`src/design/ssef_pkg.sv`:
```
// ssef_pkg: widths and reset constants shared by the standard error floor block
// no dependencies; imported by the core, the checker and the bench
package ssef_pkg;

	localparam int SAMPLE_W = 24;               // signed Q16.8 sample
	localparam int SUM_W    = 34;               // signed running sum, Q.8
	localparam int SQSUM_W  = 58;               // running sum of squares, Q.16
	localparam int MAXN_W   = 11;               // widest sample count
	localparam int N3_W     = 31;               // n cubed for n up to 1024
	localparam int M_W      = 67;               // n*sumsq - sum*sum
	localparam int FRAC_W   = 16;               // extra fraction bits for Q16.16
	localparam int DIVN_W   = M_W + FRAC_W;     // dividend width
	localparam int SQRT_W   = 64;               // root operand width
	localparam int RES_W    = 32;               // Q16.16 result
	localparam int DELTA_W  = 16;               // Q0.16 floor constant

	localparam logic [DELTA_W-1:0] DELTA_RESET = 16'd66;

endpackage

```
`src/design/ssef_mul.sv`:
```
// ssef_mul: shift-add multiplier, one multiplier bit per cycle
// standalone; widths come from parameters
module ssef_mul #(
	parameter int AW = 58,
	parameter int BW = 34
) (
	input  logic             clk,
	input  logic             arst_n,
	input  logic             start,
	input  logic [AW-1:0]    a,
	input  logic [BW-1:0]    b,
	output logic             done,
	output logic [AW+BW-1:0] p
);

	localparam int PW = AW + BW;
	localparam int CW = $clog2(BW + 1);

	logic          busy_q;
	logic          done_q;
	logic [CW-1:0] cnt_q;
	logic [AW-1:0] a_q;
	logic [PW-1:0] prod_q;
	logic [AW:0]   sum_w;

	// add the multiplicand into the upper half when the low bit is set
	assign sum_w = {1'b0, prod_q[PW-1:BW]} + (prod_q[0] ? {1'b0, a_q} : {(AW+1){1'b0}});

	always_ff @(posedge clk or negedge arst_n) begin
		if (!arst_n) begin
			busy_q <= 1'b0;
			done_q <= 1'b0;
			cnt_q  <= '0;
		end else begin
			// pulse once the last multiplier bit has been folded in
			done_q <= busy_q && !start && (cnt_q == CW'(1));
			if (start) begin
				busy_q <= 1'b1;
				cnt_q  <= CW'(BW);
			end else if (busy_q) begin
				cnt_q <= cnt_q - 1'b1;
				if (cnt_q == CW'(1)) begin
					busy_q <= 1'b0;
				end
			end
		end
	end

	always_ff @(posedge clk) begin
		if (start) begin
			a_q    <= a;
			prod_q <= {{AW{1'b0}}, b};
		end else if (busy_q) begin
			prod_q <= {sum_w, prod_q[BW-1:1]};
		end
	end

	assign done = done_q;
	assign p    = prod_q;

endmodule

```
`src/design/ssef_div.sv`:
```
// ssef_div: restoring divider, one quotient bit per cycle
// standalone; widths come from parameters
module ssef_div #(
	parameter int NW = 83,
	parameter int DW = 31
) (
	input  logic          clk,
	input  logic          arst_n,
	input  logic          start,
	input  logic [NW-1:0] num,
	input  logic [DW-1:0] den,
	output logic          done,
	output logic [NW-1:0] quo
);

	localparam int CW = $clog2(NW + 1);

	logic          busy_q;
	logic          done_q;
	logic [CW-1:0] cnt_q;
	logic [DW-1:0] den_q;
	logic [DW-1:0] rem_q;
	logic [NW-1:0] quo_q;
	logic [DW:0]   trial_w;
	logic [DW:0]   diff_w;
	logic          ge_w;

	// bring down the next dividend bit and try the subtract
	assign trial_w = {rem_q, quo_q[NW-1]};
	assign diff_w  = trial_w - {1'b0, den_q};
	assign ge_w    = trial_w >= {1'b0, den_q};

	always_ff @(posedge clk or negedge arst_n) begin
		if (!arst_n) begin
			busy_q <= 1'b0;
			done_q <= 1'b0;
			cnt_q  <= '0;
		end else begin
			// pulse once the last quotient bit is in
			done_q <= busy_q && !start && (cnt_q == CW'(1));
			if (start) begin
				busy_q <= 1'b1;
				cnt_q  <= CW'(NW);
			end else if (busy_q) begin
				cnt_q <= cnt_q - 1'b1;
				if (cnt_q == CW'(1)) begin
					busy_q <= 1'b0;
				end
			end
		end
	end

	always_ff @(posedge clk) begin
		if (start) begin
			den_q <= den;
			rem_q <= '0;
			quo_q <= num;
		end else if (busy_q) begin
			rem_q <= ge_w ? diff_w[DW-1:0] : trial_w[DW-1:0];
			quo_q <= {quo_q[NW-2:0], ge_w};
		end
	end

	assign done = done_q;
	assign quo  = quo_q;

endmodule

```
`src/design/ssef_sqrt.sv`:
```
// ssef_sqrt: digit-by-digit integer square root, one root bit per cycle
// standalone; width comes from a parameter
module ssef_sqrt #(
	parameter int W = 64
) (
	input  logic           clk,
	input  logic           arst_n,
	input  logic           start,
	input  logic [W-1:0]   x,
	output logic           done,
	output logic [W/2-1:0] root
);

	localparam int CW = $clog2(W/2 + 1);

	logic          busy_q;
	logic          done_q;
	logic [CW-1:0] cnt_q;
	logic [W-1:0]  x_q;
	logic [W-1:0]  res_q;
	logic [W-1:0]  bit_q;
	logic [W-1:0]  trial_w;

	assign trial_w = res_q + bit_q;

	always_ff @(posedge clk or negedge arst_n) begin
		if (!arst_n) begin
			busy_q <= 1'b0;
			done_q <= 1'b0;
			cnt_q  <= '0;
		end else begin
			// pulse once the last root bit is settled
			done_q <= busy_q && !start && (cnt_q == CW'(1));
			if (start) begin
				busy_q <= 1'b1;
				cnt_q  <= CW'(W/2);
			end else if (busy_q) begin
				cnt_q <= cnt_q - 1'b1;
				if (cnt_q == CW'(1)) begin
					busy_q <= 1'b0;
				end
			end
		end
	end

	always_ff @(posedge clk) begin
		if (start) begin
			x_q   <= x;
			res_q <= '0;
			bit_q <= {2'b01, {(W-2){1'b0}}};
		end else if (busy_q) begin
			if (x_q >= trial_w) begin
				x_q   <= x_q - trial_w;
				res_q <= (res_q >> 1) + bit_q;
			end else begin
				res_q <= res_q >> 1;
			end
			bit_q <= bit_q >> 2;
		end
	end

	assign done = done_q;
	assign root = res_q[W/2-1:0];

endmodule

```
`src/design/sample_standard_error_floor_core.sv`:
```
// sample_standard_error_floor_core: standard error of the mean with a delta floor
// a sample that is not last is folded into the run, and the next sample can be taken the cycle after
// a last sample stalls the input until its result has been loaded into the output register:
// five multiplier passes, two divider passes, two root passes
// arst_n clears the run accumulators and the result valid, the delta register returns to 66
// depends on ssef_pkg, ssef_mul, ssef_div and ssef_sqrt
module sample_standard_error_floor_core #(
	parameter int MAX_SAMPLES = 1024
) (
	input  logic                                 clk,
	input  logic                                 arst_n,
	input  logic                                 in_valid,
	output logic                                 in_stall,
	input  logic signed [ssef_pkg::SAMPLE_W-1:0] sample_value,
	input  logic                                 last_sample,
	output logic                                 out_valid,
	input  logic                                 out_stall,
	output logic [ssef_pkg::RES_W-1:0]           sampling_error,
	output logic                                 floor_applied,
	output logic                                 capacity_overflow,
	input  logic                                 cfg_valid,
	output logic                                 cfg_ready,
	input  logic [ssef_pkg::DELTA_W-1:0]         floor_delta
);
	import ssef_pkg::*;

	localparam int CNT_W = $clog2(MAX_SAMPLES + 1);
	localparam int MP_W  = SQSUM_W + SUM_W;

	// one step per shared unit pass; the result waits in S_OUT for a free output register
	typedef enum logic [3:0] {
		S_IDLE,
		S_START,
		S_MUL_A,
		S_MUL_B,
		S_MUL_N2,
		S_MUL_N3,
		S_DIV_M,
		S_SQRT_M,
		S_MUL_D,
		S_DIV_D,
		S_SQRT_D,
		S_OUT
	} state_t;

	state_t state_q;

	// run accumulators
	logic signed [SUM_W-1:0] sum_q;
	logic [SQSUM_W-1:0]      sumsq_q;
	logic [CNT_W-1:0]        count_q;
	logic                    ovf_q;
	logic [DELTA_W-1:0]      delta_q;

	// unit handshakes and operands
	logic                mul_start_q, div_start_q, sqrt_start_q;
	logic                mul_done, div_done, sqrt_done;
	logic [SQSUM_W-1:0]  mul_a_q;
	logic [SUM_W-1:0]    mul_b_q;
	logic [MP_W-1:0]     mul_p;
	logic [DIVN_W-1:0]   div_num_q;
	logic [N3_W-1:0]     div_den_q;
	logic [DIVN_W-1:0]   div_quo;
	logic [SQRT_W-1:0]   sqrt_x_q;
	logic [SQRT_W/2-1:0] sqrt_root;

	// intermediate results
	logic [M_W-1:0]     m_q;
	logic               sat_q;
	logic [RES_W-1:0]   comp_q;
	logic [DELTA_W-1:0] flo_q;

	// output register
	logic             out_valid_q;
	logic [RES_W-1:0] err_q;
	logic             applied_q;
	logic             cap_ovf_q;

	// combinational helpers
	logic                  in_go;
	logic                  out_load;
	logic                  full_w;
	logic [SAMPLE_W-1:0]   xm_w;
	logic [2*SAMPLE_W-1:0] sq_w;
	logic [SUM_W-1:0]      mag_w;
	logic [MAXN_W-1:0]     n_w;
	logic [RES_W-1:0]      flo_ext_w;

	assign in_go    = in_valid && !in_stall;
	assign out_load = (state_q == S_OUT) && (!out_valid_q || !out_stall);
	assign full_w   = count_q == CNT_W'(MAX_SAMPLES);

	// magnitude of the sample, then its square for the sum of squares
	assign xm_w = sample_value[SAMPLE_W-1] ? SAMPLE_W'(-sample_value) : sample_value;
	assign sq_w = (2*SAMPLE_W)'(xm_w) * (2*SAMPLE_W)'(xm_w);

	// magnitude of the running sum, squared by the shared multiplier
	assign mag_w     = sum_q[SUM_W-1] ? SUM_W'(-sum_q) : SUM_W'(sum_q);
	assign n_w       = MAXN_W'(count_q);
	assign flo_ext_w = RES_W'(flo_q);

	// control, accumulators, output register and the config register
	always_ff @(posedge clk or negedge arst_n) begin
		if (!arst_n) begin
			state_q      <= S_IDLE;
			sum_q        <= '0;
			sumsq_q      <= '0;
			count_q      <= '0;
			ovf_q        <= 1'b0;
			delta_q      <= DELTA_RESET;
			mul_start_q  <= 1'b0;
			div_start_q  <= 1'b0;
			sqrt_start_q <= 1'b0;
			out_valid_q  <= 1'b0;
			err_q        <= '0;
			applied_q    <= 1'b0;
			cap_ovf_q    <= 1'b0;
		end else begin
			// kick the next unit pass as the current one finishes
			mul_start_q  <= (state_q == S_START) ||
				(mul_done && (state_q == S_MUL_A || state_q == S_MUL_B ||
					state_q == S_MUL_N2)) ||
				(sqrt_done && state_q == S_SQRT_M);
			div_start_q  <= mul_done && (state_q == S_MUL_N3 || state_q == S_MUL_D);
			sqrt_start_q <= div_done && (state_q == S_DIV_M || state_q == S_DIV_D);
			// result held while stalled, replaced as soon as it leaves
			out_valid_q  <= out_load || (out_valid_q && out_stall);
			if (cfg_valid && cfg_ready) begin
				delta_q <= floor_delta;
			end
			unique case (state_q)
				S_IDLE: begin
					if (in_go) begin
						// a full run drops the sample but still honors its last mark
						if (full_w) begin
							ovf_q <= 1'b1;
						end else begin
							sum_q   <= sum_q + SUM_W'(sample_value);
							sumsq_q <= sumsq_q + SQSUM_W'(sq_w);
							count_q <= count_q + 1'b1;
						end
						if (last_sample) begin
							state_q <= S_START;
						end
					end
				end
				S_START: begin
					state_q <= S_MUL_A;
				end
				S_MUL_A: begin
					if (mul_done) begin
						state_q <= S_MUL_B;
					end
				end
				S_MUL_B: begin
					if (mul_done) begin
						state_q <= S_MUL_N2;
					end
				end
				S_MUL_N2: begin
					if (mul_done) begin
						state_q <= S_MUL_N3;
					end
				end
				S_MUL_N3: begin
					if (mul_done) begin
						state_q <= S_DIV_M;
					end
				end
				S_DIV_M: begin
					if (div_done) begin
						state_q <= S_SQRT_M;
					end
				end
				S_SQRT_M: begin
					if (sqrt_done) begin
						state_q <= S_MUL_D;
					end
				end
				S_MUL_D: begin
					if (mul_done) begin
						state_q <= S_DIV_D;
					end
				end
				S_DIV_D: begin
					if (div_done) begin
						state_q <= S_SQRT_D;
					end
				end
				S_SQRT_D: begin
					if (sqrt_done) begin
						state_q <= S_OUT;
					end
				end
				S_OUT: begin
					// publish the item and open the next run
					if (out_load) begin
						err_q     <= (comp_q < flo_ext_w) ? flo_ext_w : comp_q;
						applied_q <= comp_q < flo_ext_w;
						cap_ovf_q <= ovf_q;
						sum_q     <= '0;
						sumsq_q   <= '0;
						count_q   <= '0;
						ovf_q     <= 1'b0;
						state_q   <= S_IDLE;
					end
				end
				default: begin
					state_q <= S_IDLE;
				end
			endcase
		end
	end

	// operand staging and result capture, no reset needed
	always_ff @(posedge clk) begin
		case (state_q)
			S_START: begin
				// a = n * sumsq
				mul_a_q <= sumsq_q;
				mul_b_q <= SUM_W'(n_w);
			end
			S_MUL_A: begin
				if (mul_done) begin
					m_q     <= mul_p[M_W-1:0];
					mul_a_q <= SQSUM_W'(mag_w);
					mul_b_q <= mag_w;
				end
			end
			S_MUL_B: begin
				if (mul_done) begin
					// deviation sum scaled by n, clamped at zero
					m_q     <= (m_q > mul_p[M_W-1:0]) ? m_q - mul_p[M_W-1:0] : '0;
					mul_a_q <= SQSUM_W'(n_w);
					mul_b_q <= SUM_W'(n_w);
				end
			end
			S_MUL_N2: begin
				if (mul_done) begin
					mul_a_q <= SQSUM_W'(mul_p[2*MAXN_W-1:0]);
					mul_b_q <= SUM_W'(n_w);
				end
			end
			S_MUL_N3: begin
				if (mul_done) begin
					// m * 2^16 / n^3 gives the squared Q16.16 error
					div_num_q <= {m_q, {FRAC_W{1'b0}}};
					div_den_q <= mul_p[N3_W-1:0];
				end
			end
			S_DIV_M: begin
				if (div_done) begin
					sat_q    <= |div_quo[DIVN_W-1:SQRT_W];
					sqrt_x_q <= div_quo[SQRT_W-1:0];
				end
			end
			S_SQRT_M: begin
				if (sqrt_done) begin
					comp_q  <= sat_q ? {RES_W{1'b1}} : sqrt_root;
					mul_a_q <= SQSUM_W'(delta_q);
					mul_b_q <= SUM_W'(delta_q);
				end
			end
			S_MUL_D: begin
				if (mul_done) begin
					// floor = sqrt(delta^2 / n)
					div_num_q <= DIVN_W'(mul_p[2*DELTA_W-1:0]);
					div_den_q <= N3_W'(n_w);
				end
			end
			S_DIV_D: begin
				if (div_done) begin
					sqrt_x_q <= div_quo[SQRT_W-1:0];
				end
			end
			S_SQRT_D: begin
				if (sqrt_done) begin
					flo_q <= sqrt_root[DELTA_W-1:0];
				end
			end
			default: begin
			end
		endcase
	end

	// shared iterative units
	ssef_mul #(
		.AW (SQSUM_W),
		.BW (SUM_W)
	) u_mul (
		.clk    (clk),
		.arst_n (arst_n),
		.start  (mul_start_q),
		.a      (mul_a_q),
		.b      (mul_b_q),
		.done   (mul_done),
		.p      (mul_p)
	);

	ssef_div #(
		.NW (DIVN_W),
		.DW (N3_W)
	) u_div (
		.clk    (clk),
		.arst_n (arst_n),
		.start  (div_start_q),
		.num    (div_num_q),
		.den    (div_den_q),
		.done   (div_done),
		.quo    (div_quo)
	);

	ssef_sqrt #(
		.W (SQRT_W)
	) u_sqrt (
		.clk    (clk),
		.arst_n (arst_n),
		.start  (sqrt_start_q),
		.x      (sqrt_x_q),
		.done   (sqrt_done),
		.root   (sqrt_root)
	);

	// ports
	assign in_stall          = state_q != S_IDLE;
	assign cfg_ready         = state_q == S_IDLE;
	assign out_valid         = out_valid_q;
	assign sampling_error    = err_q;
	assign floor_applied     = applied_q;
	assign capacity_overflow = cap_ovf_q;

endmodule

```
`config.mk`:
```
export PLATFORM = sky130hd
export DESIGN_NAME = sample_standard_error_floor_core
export DESIGN_NICKNAME = d
export VERILOG_FILES = /design/src/design/ssef_pkg.sv /design/src/design/ssef_mul.sv /design/src/design/ssef_div.sv /design/src/design/ssef_sqrt.sv /design/src/design/sample_standard_error_floor_core.sv
export SDC_FILE = /design/constraint.sdc
export NUM_CORES = 2
export LEC_CHECK = 0
export BUFFER_PORTS_ARGS = -buffer_cell sky130_fd_sc_hd__clkbuf_2
export CORE_ASPECT_RATIO = 0.8
export CORE_UTILIZATION = 65
export DETAILED_ROUTE_END_ITERATION = 8
export GPL_TIMING_DRIVEN = 0
export PLACE_DENSITY = 0.91
export SYNTH_ARGS = -nofsm -noshare
export SYNTH_HDL_FRONTEND = slang
export SYNTH_SLANG_ARGS = --single-unit
```
`constraint.sdc`:
```
create_clock -name clk -period 14.43 [get_ports clk]
set_input_delay 0.7215 -clock clk [delete_from_list [all_inputs] [get_ports clk]]
set_output_delay 0.7215 -clock clk [all_outputs]
set_load 0.05 [all_outputs]
```
==> flow_metrics.tcl <==
set metrics [dict create \
    overflow 0 \
    nets 9316 \
    initial_utilization 0.659 \
    die_height_um 311 \
    violations "capacitance limit, slew limit" \
    max_stage_delay_ns 1.19 \
    viasPerCell 6.48 \
    reg2reg_depth 21 \
    drt-total-wl_um 244000 \
    synthCells 8034 \
    wire_per_inst_um 24.7 \
    synth_top_family_by_area "adder cells" \
    rsz0062_at_grt "no" \
    crit_slowest_cell "xor2_1" \
    hold_end "delta_q[6]" \
    fmax_ghz 0.0754 \
    synthMuxAreaShare 0.0290 \
    syn_to_final_growth_pct 8.27 \
    clockRootBuffer "clkbuf_16" \
    regArea_sq_mm 0.0281 \
    clk_path_buf_depth 3 \
    grt_pass1_vias 62300 \
    ant_nets 0 \
    rr_endpoint "u_sqrt.x_q[48]" \
    synth-simple-area-share 0.132 \
    die_area_sq_mm 0.120 \
    cpMostUsedCell "fa_1" \
    drc 0 \
    drt-initial-drc-count 7077 \
    grt_pass1_wl_um 369000 \
    yosysTopAreaCellShare 0.255 \
    dp_hpwl_um 192000 \
    cts_made_buffers 103 \
    num_rows 112 \
    postCtsSetupBuffers 0 \
    whs_ns 0.232 \
    synth_area_sq_mm 0.0773 \
    crit_arrival_ns 13.88 \
    ys_seq_area_frac 0.363 \
    htreeDepth 3 \
    rr_startpoint "u_sqrt.res_q[2]" \
    fin_crit_ns 13.27 \
    synthMostInstantiatedCell "inv_1" \
    chipWidth_um 388 \
    gp_congestion 1.03 \
    synth_ff_type "edfxtp_1" \
    period_share 0.919 \
    yosys.area_share.adder 0.208 \
    multi_input_area_sq_mm 0.0446 \
    ios 83 \
    tritoncts "built" \
    crit_start "sample_value[0]" \
    grt_use_total 0.401 \
    r2r_slack_ns 6.39 \
    slew_headroom -0.0198 \
    finalHoldViolCount 0 \
    syn_avg_cell_area_sq_um 9.63 \
    finalSetupViolations 0 \
    clkLatencyLatePin_ns 0.75 \
    min_path_cells 2 \
    synthXorXnorAreaFrac 0.0488 \
    synthArstFlopShare 0.182 \
    path_clk_slew_ns 0.07 \
    status "finished, violations left" \
    yosysTopAreaCell "edfxtp_1" \
    drt_pass1_iterations 8 \
    cp-end-kind "flop" \
    finClkSkew_ns 0.0380 \
    slew_viol_final 10 \
    nFillCells 8539 \
    worstPathMaxFanout 11 \
    vias 64100 \
    place_inst 9702 \
    synthTopCellsByCount "inv_1 (911), nand2_1 (813), edfxtp_1 (656)" \
    drive_above_1_share 0.0623 \
    holdCritStartpoint "floor_delta[6]" \
    maxCapViolCount 2 \
    hold_path_class "in2reg" \
    synth_compound_area_frac 0.156 \
    yosys_warnings 0 \
    core_sq_mm 0.117 \
    layout.cells.non_filler 9900 \
    synth-seq-cells 1028 \
    worstSetupPathType "in2reg" \
    antenna_found_initial 11 \
    synth.distinct_cells 95 \
    clock-sinks 1028 \
    ys_top_cells_by_area "edfxtp_1 (25%), fa_1 (12%), ha_1 (8.4%)" \
    worst_pin_slew_ns 1.52 \
    grt_max_degree 88 \
    critPathLaunchType "input port" \
    crit_required_ns 15.04 \
    synth_edf_count 656 \
    io_buffers 82 \
    setup_tns_ns 0 \
]
==> worst max-delay path by stage <==
stage,endpoint,slack [ns],depth (start not counted)
2_1_floorplan,div_den_q[0],4.35,4
3_5_place_dp,sumsq_q[48],1.10,33
4_1_cts,sumsq_q[48],1.83,33
5_1_grt,sumsq_q[48],0.99,33
3_3_place_gp,div_num_q[76],0.92,4
6_report,sumsq_q[48],1.16,33
==> cells in the final DEF, fill, tap and decap left out, drive strengths merged, types with 81 or more instances in the layout <==
cell	n
nor2b	89
inv	930
nand2	813
dfxtp	185
clkbuf	526
a21o	213
fa	479
mux2i	91
xor2	200
nor2	575
a31oi	93
nor3	89
o21bai	81
a21oi	417
o21ai	510
edfxtp	656
mux2	118
nand3	125
xnor2	231
and2	111
a211oi	83
nand4	104
dfrtp	185
ha	521
==> sequential cells by signal, summed over array words and instances (netlist names), 64 cells and up <==
name	flops
u_sqrt.res_q	64
u_div.quo	83
div_num_q	83
u_mul.p	92
sqrt_x_q	64
m_q	67
u_sqrt.x_q	64
==> stage by stage <==
step | utilization | setup slack [ns] | cell area (sq um)
6_report | 0.714 | 1.16 | 83700
5_1_grt | 0.714 | 0.989 | 83700
4_1_cts | 0.713 | 1.83 | 83700
3_5_place_dp | 0.684 | 1.10 | 80200
3_3_place_gp | 0.680 | 0.922 | 79700
2_1_floorplan | - | 4.35 | 77400
==> logic make-up (layout without fill, tap and decap cells) <==
group | after synthesis | after routing
buffers and inverters | 1281 | 1587
and+or+nand+nor | 2214 | 2214
xor gates and xnor gates | 431 | 431
other | 2 | 23
DFF | 1028 | 1028
AOI/OAI and AO/OA | 1869 | 1869
adders and majority gates | 1000 | 1000
muxes | 209 | 209
==> per-layer routing <==
| layer | vias to the layer above | GRT usage | wire length (um) |
|---|---|---|---|
| li1 | 28400 | - | - |
| met1 | 31000 | 0.552 | 96200 |
| met2 | 3925 | 0.597 | 105000 |
| met3 | 779 | 0.106 | 30200 |
| met4 | 18 | 0.180 | 12700 |
| met5 | - | 0 | 154 |
==> layout make-up <==
type | instances | area share
Multi-Input combinational cell | 5743 | 0.532
Sequential cell | 1028 | 0.335
Inverter | 923 | 0.0414
Clock buffer | 124 | 0.0326
Tap cell | 1539 | 0.0230
Buffer | 358 | 0.0164
Timing Repair Buffer | 113 | 0.0103
Clock inverter | 69 | 0.00835
Antenna cell | 3 | 0.0000897
==> timing repair <==
| action | in CTS | in global routing |
|---|---|---|
| gates resized for setup | 0 | 0 |
| hold endpoints to repair | 40 | 0 |
| hold buffers | 1 | 0 |
==> critical path: cells and delay by family <==
family,cells,cell delay (ns)
buf+inv,9,3.50
compound gates,8,2.62
xor+xnor,1,1.19
simple gates,6,1.46
fa+ha+maj,9,4.33
Power is left out: the tool's default activity adds up to more than one toggle a clock period on the data nets, which glitch-free logic cannot reach.
